<file path="src/rtl/core/sha1_pkg.sv">
package sha1_pkg;

  // block geometry
  localparam int unsigned DigestWords   = 5;
  localparam int unsigned SchedWords    = 16;
  localparam int unsigned BlockBytes    = 64;
  localparam int unsigned LenBytePos    = 56;
  localparam int unsigned Rounds        = 80;
  localparam int unsigned RoundsPerStep = 20;

  localparam logic [7:0] PadMark = 8'h80;

  typedef logic [31:0] word_t;

  // round function group
  typedef enum logic [1:0] {
    PH_CHOOSE  = 2'd0,
    PH_PARITY1 = 2'd1,
    PH_MAJ     = 2'd2,
    PH_PARITY2 = 2'd3
  } phase_t;

  typedef enum logic [2:0] {
    ST_IDLE,
    ST_PAD,
    ST_ROUND,
    ST_ADD,
    ST_OUT
  } state_t;

  // controller to datapath
  typedef struct packed {
    logic       absorb;
    logic       pad;
    logic       round;
    phase_t     phase;
    logic       add;
    logic       clear;
    logic [2:0] word_sel;
  } cmd_t;

  // datapath to controller
  typedef struct packed {
    logic fill_last;
    logic len_byte;
  } sts_t;

  // initial chaining value
  function automatic word_t init_word(input logic [2:0] idx);
    word_t w;
    unique case (idx)
      3'd0:    w = 32'h67452301;
      3'd1:    w = 32'hefcdab89;
      3'd2:    w = 32'h98badcfe;
      3'd3:    w = 32'h10325476;
      3'd4:    w = 32'hc3d2e1f0;
      default: w = '0;
    endcase
    return w;
  endfunction

  // round constant per group
  function automatic word_t round_k(input phase_t ph);
    word_t k;
    unique case (ph)
      PH_CHOOSE:  k = 32'h5a827999;
      PH_PARITY1: k = 32'h6ed9eba1;
      PH_MAJ:     k = 32'h8f1bbcdc;
      PH_PARITY2: k = 32'hca62c1d6;
      default:    k = '0;
    endcase
    return k;
  endfunction

endpackage

</file>
<file path="src/rtl/core/sha1_ctrl.sv">
module sha1_ctrl (
  input  logic            clk,
  input  logic            rst_n,
  input  logic            in_tvalid,
  input  logic            in_has_byte,
  input  logic            in_end,
  output logic            in_tready,
  output logic            out_tvalid,
  input  logic            out_tready,
  output logic            out_tlast,
  output logic [2:0]      word_index,
  input  sha1_pkg::sts_t  sts,
  output sha1_pkg::cmd_t  cmd
);

  sha1_pkg::state_t state_r, state_nxt;
  logic [6:0]       cnt_r, cnt_nxt;
  logic             pad_mode_r, pad_mode_nxt;
  logic             done_r, done_nxt;
  logic             last_round;
  logic             last_word;

  assign last_round = (cnt_r == 7'(sha1_pkg::Rounds - 1));
  assign last_word  = (cnt_r[2:0] == 3'(sha1_pkg::DigestWords - 1));

  // state registers
  always_ff @(posedge clk) begin
    if (!rst_n) begin
      state_r    <= sha1_pkg::ST_IDLE;
      cnt_r      <= '0;
      pad_mode_r <= 1'b0;
      done_r     <= 1'b0;
    end else begin
      state_r    <= state_nxt;
      cnt_r      <= cnt_nxt;
      pad_mode_r <= pad_mode_nxt;
      done_r     <= done_nxt;
    end
  end

  // next state
  always_comb begin
    state_nxt    = state_r;
    cnt_nxt      = cnt_r;
    pad_mode_nxt = pad_mode_r;
    done_nxt     = done_r;
    unique case (state_r)
      sha1_pkg::ST_IDLE: begin
        if (in_tvalid) begin
          pad_mode_nxt = in_end;
          if (in_has_byte && sts.fill_last) begin
            state_nxt = sha1_pkg::ST_ROUND;
            cnt_nxt   = '0;
          end else if (in_end) begin
            state_nxt = sha1_pkg::ST_PAD;
          end
        end
      end
      sha1_pkg::ST_PAD: begin
        // one padding byte per cycle until the block fills
        if (sts.fill_last) begin
          state_nxt = sha1_pkg::ST_ROUND;
          cnt_nxt   = '0;
          done_nxt  = sts.len_byte;
        end
      end
      sha1_pkg::ST_ROUND: begin
        cnt_nxt = cnt_r + 7'd1;
        if (last_round) begin
          state_nxt = sha1_pkg::ST_ADD;
        end
      end
      sha1_pkg::ST_ADD: begin
        cnt_nxt = '0;
        if (done_r) begin
          state_nxt = sha1_pkg::ST_OUT;
        end else if (pad_mode_r) begin
          state_nxt = sha1_pkg::ST_PAD;
        end else begin
          state_nxt = sha1_pkg::ST_IDLE;
        end
      end
      sha1_pkg::ST_OUT: begin
        if (out_tready) begin
          if (last_word) begin
            state_nxt    = sha1_pkg::ST_IDLE;
            cnt_nxt      = '0;
            pad_mode_nxt = 1'b0;
            done_nxt     = 1'b0;
          end else begin
            cnt_nxt = cnt_r + 7'd1;
          end
        end
      end
      default: state_nxt = sha1_pkg::ST_IDLE;
    endcase
  end

  // outputs and datapath commands
  always_comb begin
    cmd          = '0;
    in_tready    = (state_r == sha1_pkg::ST_IDLE);
    out_tvalid   = (state_r == sha1_pkg::ST_OUT);
    out_tlast    = (state_r == sha1_pkg::ST_OUT) && last_word;
    word_index   = cnt_r[2:0];
    cmd.word_sel = cnt_r[2:0];
    cmd.absorb   = (state_r == sha1_pkg::ST_IDLE) && in_tvalid && in_has_byte;
    cmd.pad      = (state_r == sha1_pkg::ST_PAD);
    cmd.round    = (state_r == sha1_pkg::ST_ROUND);
    cmd.add      = (state_r == sha1_pkg::ST_ADD);
    cmd.clear    = (state_r == sha1_pkg::ST_OUT) && out_tready && last_word;
    priority if (cnt_r < 7'(sha1_pkg::RoundsPerStep)) begin
      cmd.phase = sha1_pkg::PH_CHOOSE;
    end else if (cnt_r < 7'(2 * sha1_pkg::RoundsPerStep)) begin
      cmd.phase = sha1_pkg::PH_PARITY1;
    end else if (cnt_r < 7'(3 * sha1_pkg::RoundsPerStep)) begin
      cmd.phase = sha1_pkg::PH_MAJ;
    end else begin
      cmd.phase = sha1_pkg::PH_PARITY2;
    end
  end

endmodule

</file>
<file path="src/rtl/core/sha1_dp.sv">
module sha1_dp (
  input  logic            clk,
  input  logic            rst_n,
  input  sha1_pkg::cmd_t  cmd,
  input  logic [7:0]      in_byte,
  output sha1_pkg::sts_t  sts,
  output logic [31:0]     digest_word
);

  sha1_pkg::word_t w_r     [sha1_pkg::SchedWords];
  sha1_pkg::word_t w_nxt   [sha1_pkg::SchedWords];
  sha1_pkg::word_t chain_r [sha1_pkg::DigestWords];
  sha1_pkg::word_t chain_nxt [sha1_pkg::DigestWords];
  sha1_pkg::word_t work_r  [sha1_pkg::DigestWords];
  sha1_pkg::word_t work_nxt [sha1_pkg::DigestWords];
  logic [5:0]      fill_r, fill_nxt;
  logic [60:0]     len_r, len_nxt;
  logic            mark_r, mark_nxt;
  logic            lenph_r, lenph_nxt;

  logic            len_sel;
  logic [63:0]     bit_len;
  logic [7:0]      len_byte_val;
  logic [7:0]      pad_byte;
  logic [7:0]      wr_byte;
  logic            wr_en;
  sha1_pkg::word_t fn;
  sha1_pkg::word_t tmp;
  sha1_pkg::word_t sched_mix;
  sha1_pkg::word_t sched_new;
  sha1_pkg::word_t va, vb, vc, vd, ve;

  // padding byte selection
  assign len_sel = mark_r && (fill_r >= 6'(sha1_pkg::LenBytePos)) &&
                   ((fill_r == 6'(sha1_pkg::LenBytePos)) || lenph_r);
  assign bit_len      = {len_r, 3'b000};
  assign len_byte_val = bit_len[{~fill_r[2:0], 3'b000} +: 8];
  assign pad_byte     = !mark_r ? sha1_pkg::PadMark : (len_sel ? len_byte_val : 8'h00);
  assign wr_byte      = cmd.pad ? pad_byte : in_byte;
  assign wr_en        = cmd.absorb || cmd.pad;

  assign sts.fill_last = (fill_r == 6'(sha1_pkg::BlockBytes - 1));
  assign sts.len_byte  = len_sel;

  // round logic
  assign va = work_r[0];
  assign vb = work_r[1];
  assign vc = work_r[2];
  assign vd = work_r[3];
  assign ve = work_r[4];

  always_comb begin
    unique case (cmd.phase)
      sha1_pkg::PH_CHOOSE: fn = (vb & vc) | (~vb & vd);
      sha1_pkg::PH_MAJ:    fn = (vb & vc) | (vb & vd) | (vc & vd);
      default:             fn = vb ^ vc ^ vd;
    endcase
  end

  assign tmp = {va[26:0], va[31:27]} + fn + ve + sha1_pkg::round_k(cmd.phase) + w_r[0];

  // schedule expansion over the sliding window
  assign sched_mix = w_r[13] ^ w_r[8] ^ w_r[2] ^ w_r[0];
  assign sched_new = {sched_mix[30:0], sched_mix[31]};

  always_comb begin
    for (int i = 0; i < sha1_pkg::SchedWords; i++) begin
      w_nxt[i] = w_r[i];
    end
    if (wr_en) begin
      w_nxt[fill_r[5:2]][{~fill_r[1:0], 3'b000} +: 8] = wr_byte;
    end else if (cmd.round) begin
      for (int i = 0; i < sha1_pkg::SchedWords - 1; i++) begin
        w_nxt[i] = w_r[i + 1];
      end
      w_nxt[sha1_pkg::SchedWords - 1] = sched_new;
    end
  end

  always_ff @(posedge clk) begin
    for (int i = 0; i < sha1_pkg::SchedWords; i++) begin
      w_r[i] <= w_nxt[i];
    end
  end

  // chaining value, working variables and message bookkeeping
  always_comb begin
    for (int i = 0; i < sha1_pkg::DigestWords; i++) begin
      chain_nxt[i] = chain_r[i];
      work_nxt[i]  = work_r[i];
    end
    fill_nxt  = fill_r;
    len_nxt   = len_r;
    mark_nxt  = mark_r;
    lenph_nxt = lenph_r;

    if (wr_en) begin
      fill_nxt = fill_r + 6'd1;
    end
    if (cmd.absorb) begin
      len_nxt = len_r + 61'd1;
    end
    if (cmd.pad) begin
      mark_nxt = 1'b1;
      if (len_sel) begin
        lenph_nxt = 1'b1;
      end
    end
    if (cmd.round) begin
      work_nxt[0] = tmp;
      work_nxt[1] = va;
      work_nxt[2] = {vb[1:0], vb[31:2]};
      work_nxt[3] = vc;
      work_nxt[4] = vd;
    end
    if (cmd.add) begin
      for (int i = 0; i < sha1_pkg::DigestWords; i++) begin
        chain_nxt[i] = chain_r[i] + work_r[i];
        work_nxt[i]  = chain_r[i] + work_r[i];
      end
    end
    if (cmd.clear) begin
      for (int i = 0; i < sha1_pkg::DigestWords; i++) begin
        chain_nxt[i] = sha1_pkg::init_word(3'(i));
        work_nxt[i]  = sha1_pkg::init_word(3'(i));
      end
      fill_nxt  = '0;
      len_nxt   = '0;
      mark_nxt  = 1'b0;
      lenph_nxt = 1'b0;
    end
  end

  always_ff @(posedge clk) begin
    if (!rst_n) begin
      for (int i = 0; i < sha1_pkg::DigestWords; i++) begin
        chain_r[i] <= sha1_pkg::init_word(3'(i));
        work_r[i]  <= sha1_pkg::init_word(3'(i));
      end
      fill_r  <= '0;
      len_r   <= '0;
      mark_r  <= 1'b0;
      lenph_r <= 1'b0;
    end else begin
      for (int i = 0; i < sha1_pkg::DigestWords; i++) begin
        chain_r[i] <= chain_nxt[i];
        work_r[i]  <= work_nxt[i];
      end
      fill_r  <= fill_nxt;
      len_r   <= len_nxt;
      mark_r  <= mark_nxt;
      lenph_r <= lenph_nxt;
    end
  end

  // digest word readout
  always_comb begin
    if (cmd.word_sel < 3'(sha1_pkg::DigestWords)) begin
      digest_word = chain_r[cmd.word_sel];
    end else begin
      digest_word = '0;
    end
  end

endmodule

</file>
<file path="src/rtl/core/sha1_hash_engine_top.sv">
// Streaming SHA-1 hasher. Each input transfer carries one message byte (in_tuser high) and/or
// ends the message (in_tlast high); an empty transfer with in_tlast set closes the message
// as it stands. Each full 64-byte block is then compressed by an 80-round loop, one round per
// cycle, followed by the chaining update; no input is taken while a block is processed. At
// message end the padding bytes are written one per cycle (up to 72, with one extra
// compression when the length no longer fits), after which the digest leaves as five 32-bit
// transfers, most significant word first, with out_tuser giving the word position and
// out_tlast marking the fifth.
// No new input is taken until the final digest word has been transferred.
module sha1_hash_engine_top (
  input  logic        clk,
  input  logic        rst_n,
  input  logic        in_tvalid,
  output logic        in_tready,
  input  logic [7:0]  in_tdata,   // [7:0] data_byte
  input  logic        in_tuser,   // [0] has_byte
  input  logic        in_tlast,   // end_of_message
  output logic        out_tvalid,
  input  logic        out_tready,
  output logic [31:0] out_tdata,  // [31:0] digest_word
  output logic [2:0]  out_tuser,  // [2:0] word_index
  output logic        out_tlast   // last_word
);

  sha1_pkg::cmd_t cmd;
  sha1_pkg::sts_t sts;

  // sequencing of absorb, padding, rounds and readout
  sha1_ctrl u_ctrl (
    .clk         (clk),
    .rst_n       (rst_n),
    .in_tvalid   (in_tvalid),
    .in_has_byte (in_tuser),
    .in_end      (in_tlast),
    .in_tready   (in_tready),
    .out_tvalid  (out_tvalid),
    .out_tready  (out_tready),
    .out_tlast   (out_tlast),
    .word_index  (out_tuser),
    .sts         (sts),
    .cmd         (cmd)
  );

  // block buffer, schedule, compression and chaining value
  sha1_dp u_dp (
    .clk         (clk),
    .rst_n       (rst_n),
    .cmd         (cmd),
    .in_byte     (in_tdata),
    .sts         (sts),
    .digest_word (out_tdata)
  );

`ifndef SYNTHESIS
  // input and output sides never open together
  a_no_overlap: assert property (@(posedge clk) disable iff (!rst_n)
    !(in_tready && out_tvalid))
    else $error("input ready while digest is being shown");

  // final word transfer returns the block to taking input
  a_back_to_idle: assert property (@(posedge clk) disable iff (!rst_n)
    (out_tvalid && out_tready && out_tlast) |=> in_tready)
    else $error("block did not return to idle after digest");

  // last marker sits exactly on the fifth word
  a_last_pos: assert property (@(posedge clk) disable iff (!rst_n)
    out_tvalid |-> (out_tlast == (out_tuser == 3'(sha1_pkg::DigestWords - 1))))
    else $error("last marker on wrong digest word");

  // word index advances by one per word transfer
  a_index_step: assert property (@(posedge clk) disable iff (!rst_n)
    (out_tvalid && out_tready && !out_tlast) |=>
      (out_tvalid && (out_tuser == $past(out_tuser) + 3'd1)))
    else $error("digest word index skipped");
`endif

endmodule
</file>
<file path="config.mk">
export PLATFORM = sky130hd
export DESIGN_NAME = sha1_hash_engine_top
export DESIGN_NICKNAME = d
export VERILOG_FILES = /design/src/rtl/core/sha1_pkg.sv /design/src/rtl/core/sha1_ctrl.sv /design/src/rtl/core/sha1_dp.sv /design/src/rtl/core/sha1_hash_engine_top.sv
export SDC_FILE = /design/constraint.sdc
export NUM_CORES = 2
export LEC_CHECK = 0
export BUFFER_PORTS_ARGS = -buffer_cell sky130_fd_sc_hd__buf_2
export CAP_MARGIN = 5
export CORE_ASPECT_RATIO = 0.5
export CORE_MARGIN = 3
export CORE_UTILIZATION = 50
export DETAILED_ROUTE_END_ITERATION = 8
export HOLD_SLACK_MARGIN = 0.05
export PLACE_DENSITY = 0.65
export SETUP_SLACK_MARGIN = 0.3
export SLEW_MARGIN = 20
export SYNTH_ARGS = -nofsm -noshare
export SYNTH_HDL_FRONTEND = slang
export SYNTH_SLANG_ARGS = --single-unit
</file>
<file path="constraint.sdc">
create_clock -name clk -period 10.1 [get_ports clk]
set_input_delay 0.505 -clock clk [delete_from_list [all_inputs] [get_ports clk]]
set_output_delay 0.505 -clock clk [all_outputs]
set_load 0.05 [all_outputs]
</file>
==> run_results.csv <==
group,metric,value,unit
run_status,outcome,"finished clean",
route,ant_nets,0,
clock_network,cts.clk_slew.worst_paths,0.07,ns
place,place_hpwl,112000,um
timing,hold_viol,0,
floorplanning,chipHeight,235,um
hold_path,hold_end,"u_ctrl.done_r$_SDFFE_PN0P_",
synthesis,synth-edff-count,512,
global_routing,antenna_found_initial,2,
setup_path,end_kind,"flop",
layout,antenna_cells,0,
floorplanning,die_area,0.109,mm^2
clock_network,cts.sinks,916,
timing,setup_ws,2.64,ns
setup_path,critPathMaxStageDelay,0.54,ns
hold_path,min_path_type,"in2reg",
hold_path,hold_start,"rst_n",
power_and_ir_drop,pwr-share-comb,29.4,%
power_and_ir_drop,p_leak,22.2,nW
synthesis,yosysUniqueCellTypes,90,
layout,design_area,0.0568,mm^2
route,avgRoutedWirePerCell,22.9,um
clock_network,ctsHtreeMaxLevel,3,
timing,rsz0062_at_grt,"false",
clock_network,clk_latency,0.71,ns
clock_network,cts_resized,0,
layout,fillers,9166,
setup_path,r2r_start,"u_ctrl.cnt_r[2]$_SDFFE_PN0P_",
floorplanning,core-area,0.103,mm^2
timing,max_freq,0.134,GHz
layout,area_delta_synth_final,7.97,%
route,vias,42600,
synthesis,synth.cell_area,0.0526,mm^2
timing,finalSetupTns,0,ns
route,drt-total-wl,160000,um
power_and_ir_drop,powerDensity,195,mW/mm^2
synthesis,synth-seq-cells,916,
place,pre_cts_ws,2.79,ns
synthesis,synth_area_per_cell,9.31,um^2
power_and_ir_drop,pwr-share-seq,39.9,%
synthesis,async_flop_share,0,%
setup_path,cp_slowest_cell,"buf_4",
clock_network,cts_root_buf,"clkbuf_16",
power_and_ir_drop,internal-power,7.20,mW
timing,min_period,7.46,ns
timing,relSlewSlack,20.6,%
global_routing,grt_pass1_vias,40500,
timing,worst_slew_pin_slew,1.18,ns
place,placed_area,0.0539,mm^2
power_and_ir_drop,p_clk_share,30.7,%
route,drc,0,
floorplanning,start_util,50.9,%
synthesis,synth-seq-area-share,44.6,%
timing,clock_skew,0.0310,ns
setup_path,cp_max_fo,62,
hold_path,whs_path_depth,3,
clock_network,hold_buffers,0,
synthesis,yosys_warnings,0,
setup_path,reg2reg_depth,24,
timing,drv_slew,0,
clock_network,postCtsSetupBuffers,0,
floorplanning,io_pins,52,
synthesis,netlist_instances,5653,
clock_network,cts-buffers-inserted,87,
route,dr.pass1.iters,6,
clock_network,cts_tree,"yes",
timing,setup_viol,0,
setup_path,critPathKind,"reg2reg",
route,via_per_inst,6.07,
synthesis,yosys_most_used_dff,"edfxtp_1",
global_routing,grt.total_usage,28.6,%
power_and_ir_drop,finalPower,11.1,mW
place,portBuffers,51,
setup_path,cp_common_cell,"fa_1",
timing,period_share,73.8,%
layout,drive_gt1_share,5.91,%
global_routing,grt_overflow,0,
setup_path,crit_chain,"maj3_1, a221o_2, buf_4, clkinv_1, ha_1, inv_1, o22ai_1, o21ai_0, fa_1, fa_1, inv_1, ha_1, fa_1, a21o_1, a21oi_1, nand2b_1, a31o_2, o221ai_1, o221ai_1, o31ai_2, a21o_1, mux2i_1, or4_1, a31oi_1",
floorplanning,die_w,465,um
layout,post-route-util,54.9,%
place,routabilityCongestion,0.944,
floorplanning,rows,83,
setup_path,cp_data_required_time,10.74,ns
power_and_ir_drop,switching_share,35.0,%
power_and_ir_drop,power.switching,3.88,mW
global_routing,grt_start_max_net_pins,224,
setup_path,timing.rr.end,"u_dp.work_r[0][29]$_SDFFE_PP1P_",
synthesis,synth_nets,5997,
global_routing,grt_pass1_wl,245000,um
setup_path,rrSetupSlack,2.64,ns
run,drv_cap,0,
layout,nets,5886,
clock_network,clk_path_buf_depth,3,
route,drt_iter0_drc,4745,
setup_path,arrival,8.10,ns
power_and_ir_drop,ir_drop,134,uV
setup_path,startpoint_type,"flop",
-- cell families (layout without fill, tap and decap cells) --
family                     Yosys count  count (layout)  share of synthesized area, %
AOI/OAI and AO/OA                 1554            1554                          17.5
xor gates and xnor gates           323             323                          5.38
adders and majority gates          331             331                          9.65
buffers and inverters              629             591                          4.56
DFF                                916             916                          44.6
muxes                              181             181                          4.52
and+or+nand+nor                   1719            1719                          13.8
-- layout make-up --
class | instances | area, um^2 | area share [%]
Timing Repair Buffer | 91 | 581 | 1.02
Inverter | 338 | 1270 | 2.23
Clock buffer | 107 | 2340 | 4.13
Multi-Input combinational cell | 4108 | 26800 | 47.2
Clock inverter | 55 | 548 | 0.965
Sequential cell | 916 | 23500 | 41.3
Tap cell | 1402 | 1750 | 3.09
-- synth_stat cells, drive strengths merged (8+ instances only) --
library cell,number,share of area [%]
nand2,1067,7.6
o21ai,663,6.3
edfxtp,512,29
dfxtp,404,15
a21oi,356,3.4
inv,337,2.4
nor2,318,2.3
clkbuf,257,1.8
xnor2,232,3.9
ha,205,4.9
mux2i,134,2.5
fa,125,4.8
o211ai,102,1.5
a21o,93,1.3
xor2,91,1.5
a211oi,84,1.2
nand3,70,0.69
o22ai,62,0.74
nor3,56,0.59
mux4,45,1.9
nand2b,40,0.48
buf,34,0.31
and3,32,0.39
o21bai,31,0.44
a31oi,26,0.31
o21a,26,0.37
or3,26,0.32
nor2b,23,0.27
and2,21,0.25
nand4,20,0.24
o31ai,13,0.20
a221oi,10,0.18
a211o,9,0.15
nor4,9,0.12
or2,8,0.095
-- stage by stage --
| stage | cells | hold slack (ns) |
|---|---|---|
| detailed placement | 6855 | 0.443 |
| floorplan | 5653 | 0.426 |
| CTS | 7017 | 0.166 |
| global placement | 6855 | 0.437 |
| finish | 7017 | 0.211 |
| global route | 7017 | 0.212 |
-- flip-flops by register name, summed over array words and instances, names as in the netlist, named ones only --
| register | count |
|---|---|
| u_dp.lenph_r | 1 |
| u_dp.fill_r | 6 |
| u_ctrl.pad_mode_r | 1 |
| u_dp.len_r | 61 |
| u_dp.chain_r | 160 |
| u_dp.w_r | 512 |
| u_ctrl.state_r | 3 |
| u_ctrl.cnt_r | 7 |
| u_dp.mark_r | 1 |
| u_ctrl.done_r | 1 |
| u_dp.work_r | 160 |
-- cell usage in the layout, fill, tap and decap left out, types with 69 or more instances in the layout --
master        n
xnor2_1     232
nand3_1      69
dfxtp_1     399
a211oi_1     84
mux2i_1     134
a21o_1       93
clkbuf_16    88
nand2_1    1063
inv_1       337
ha_1        205
a21oi_1     355
nor2_1      317
o211ai_1    102
edfxtp_1    512
xor2_1       91
fa_1        125
o21ai_0     649
-- power groups by stage --
| stage | clock, mW | sequential, mW | combinational, mW |
|---|---|---|---|
| floorplan | 0 | 4.39 | 2.42 |
| global placement | 0 | 4.49 | 3.17 |
| detailed placement | 0 | 4.49 | 3.20 |
| CTS | 3.44 | 4.41 | 3.23 |
| global route | 3.58 | 4.44 | 3.60 |
| finish | 3.40 | 4.42 | 3.26 |
-- how the worst max path moves through the flow --
stage | slack [ns] | to | from | cells after the start
global placement | 3.00 | u_dp.work_r[0][29]$_SDFFE_PP1P_ | u_ctrl.cnt_r[2]$_SDFFE_PN0P_ | 24
finish | 2.64 | u_dp.work_r[0][29]$_SDFFE_PP1P_ | u_ctrl.cnt_r[2]$_SDFFE_PN0P_ | 24
floorplan | 3.83 | u_dp.work_r[0][29]$_SDFFE_PP1P_ | u_ctrl.cnt_r[5]$_SDFFE_PN0P_ | 24
global route | 2.19 | u_dp.work_r[0][29]$_SDFFE_PP1P_ | u_ctrl.cnt_r[2]$_SDFFE_PN0P_ | 23
CTS | 2.76 | u_dp.work_r[0][29]$_SDFFE_PP1P_ | u_ctrl.cnt_r[2]$_SDFFE_PN0P_ | 23
detailed placement | 2.79 | u_dp.work_r[0][29]$_SDFFE_PP1P_ | u_ctrl.cnt_r[2]$_SDFFE_PN0P_ | 23
-- worst max-delay path: cells and delay by family (launching register included) --
family	cells	cell delay (ns)
fa+ha+maj	6	2.27
compound gates	11	2.24
buf+inv	4	1.63
simple gates	2	0.58
flops	1	0.53
mux	1	0.12
-- layer usage --
layer | share of wire [%] | GRT usage [%] | up-vias
li1 | - | - | 19600
met1 | 45 | 42.3 | 20900
met2 | 43 | 42.7 | 1781
met3 | 8.5 | 5.20 | 267
met4 | 3.0 | 8.58 | 0
met5 | 0 | 0 | -
Power figures use the tool's default switching activity.
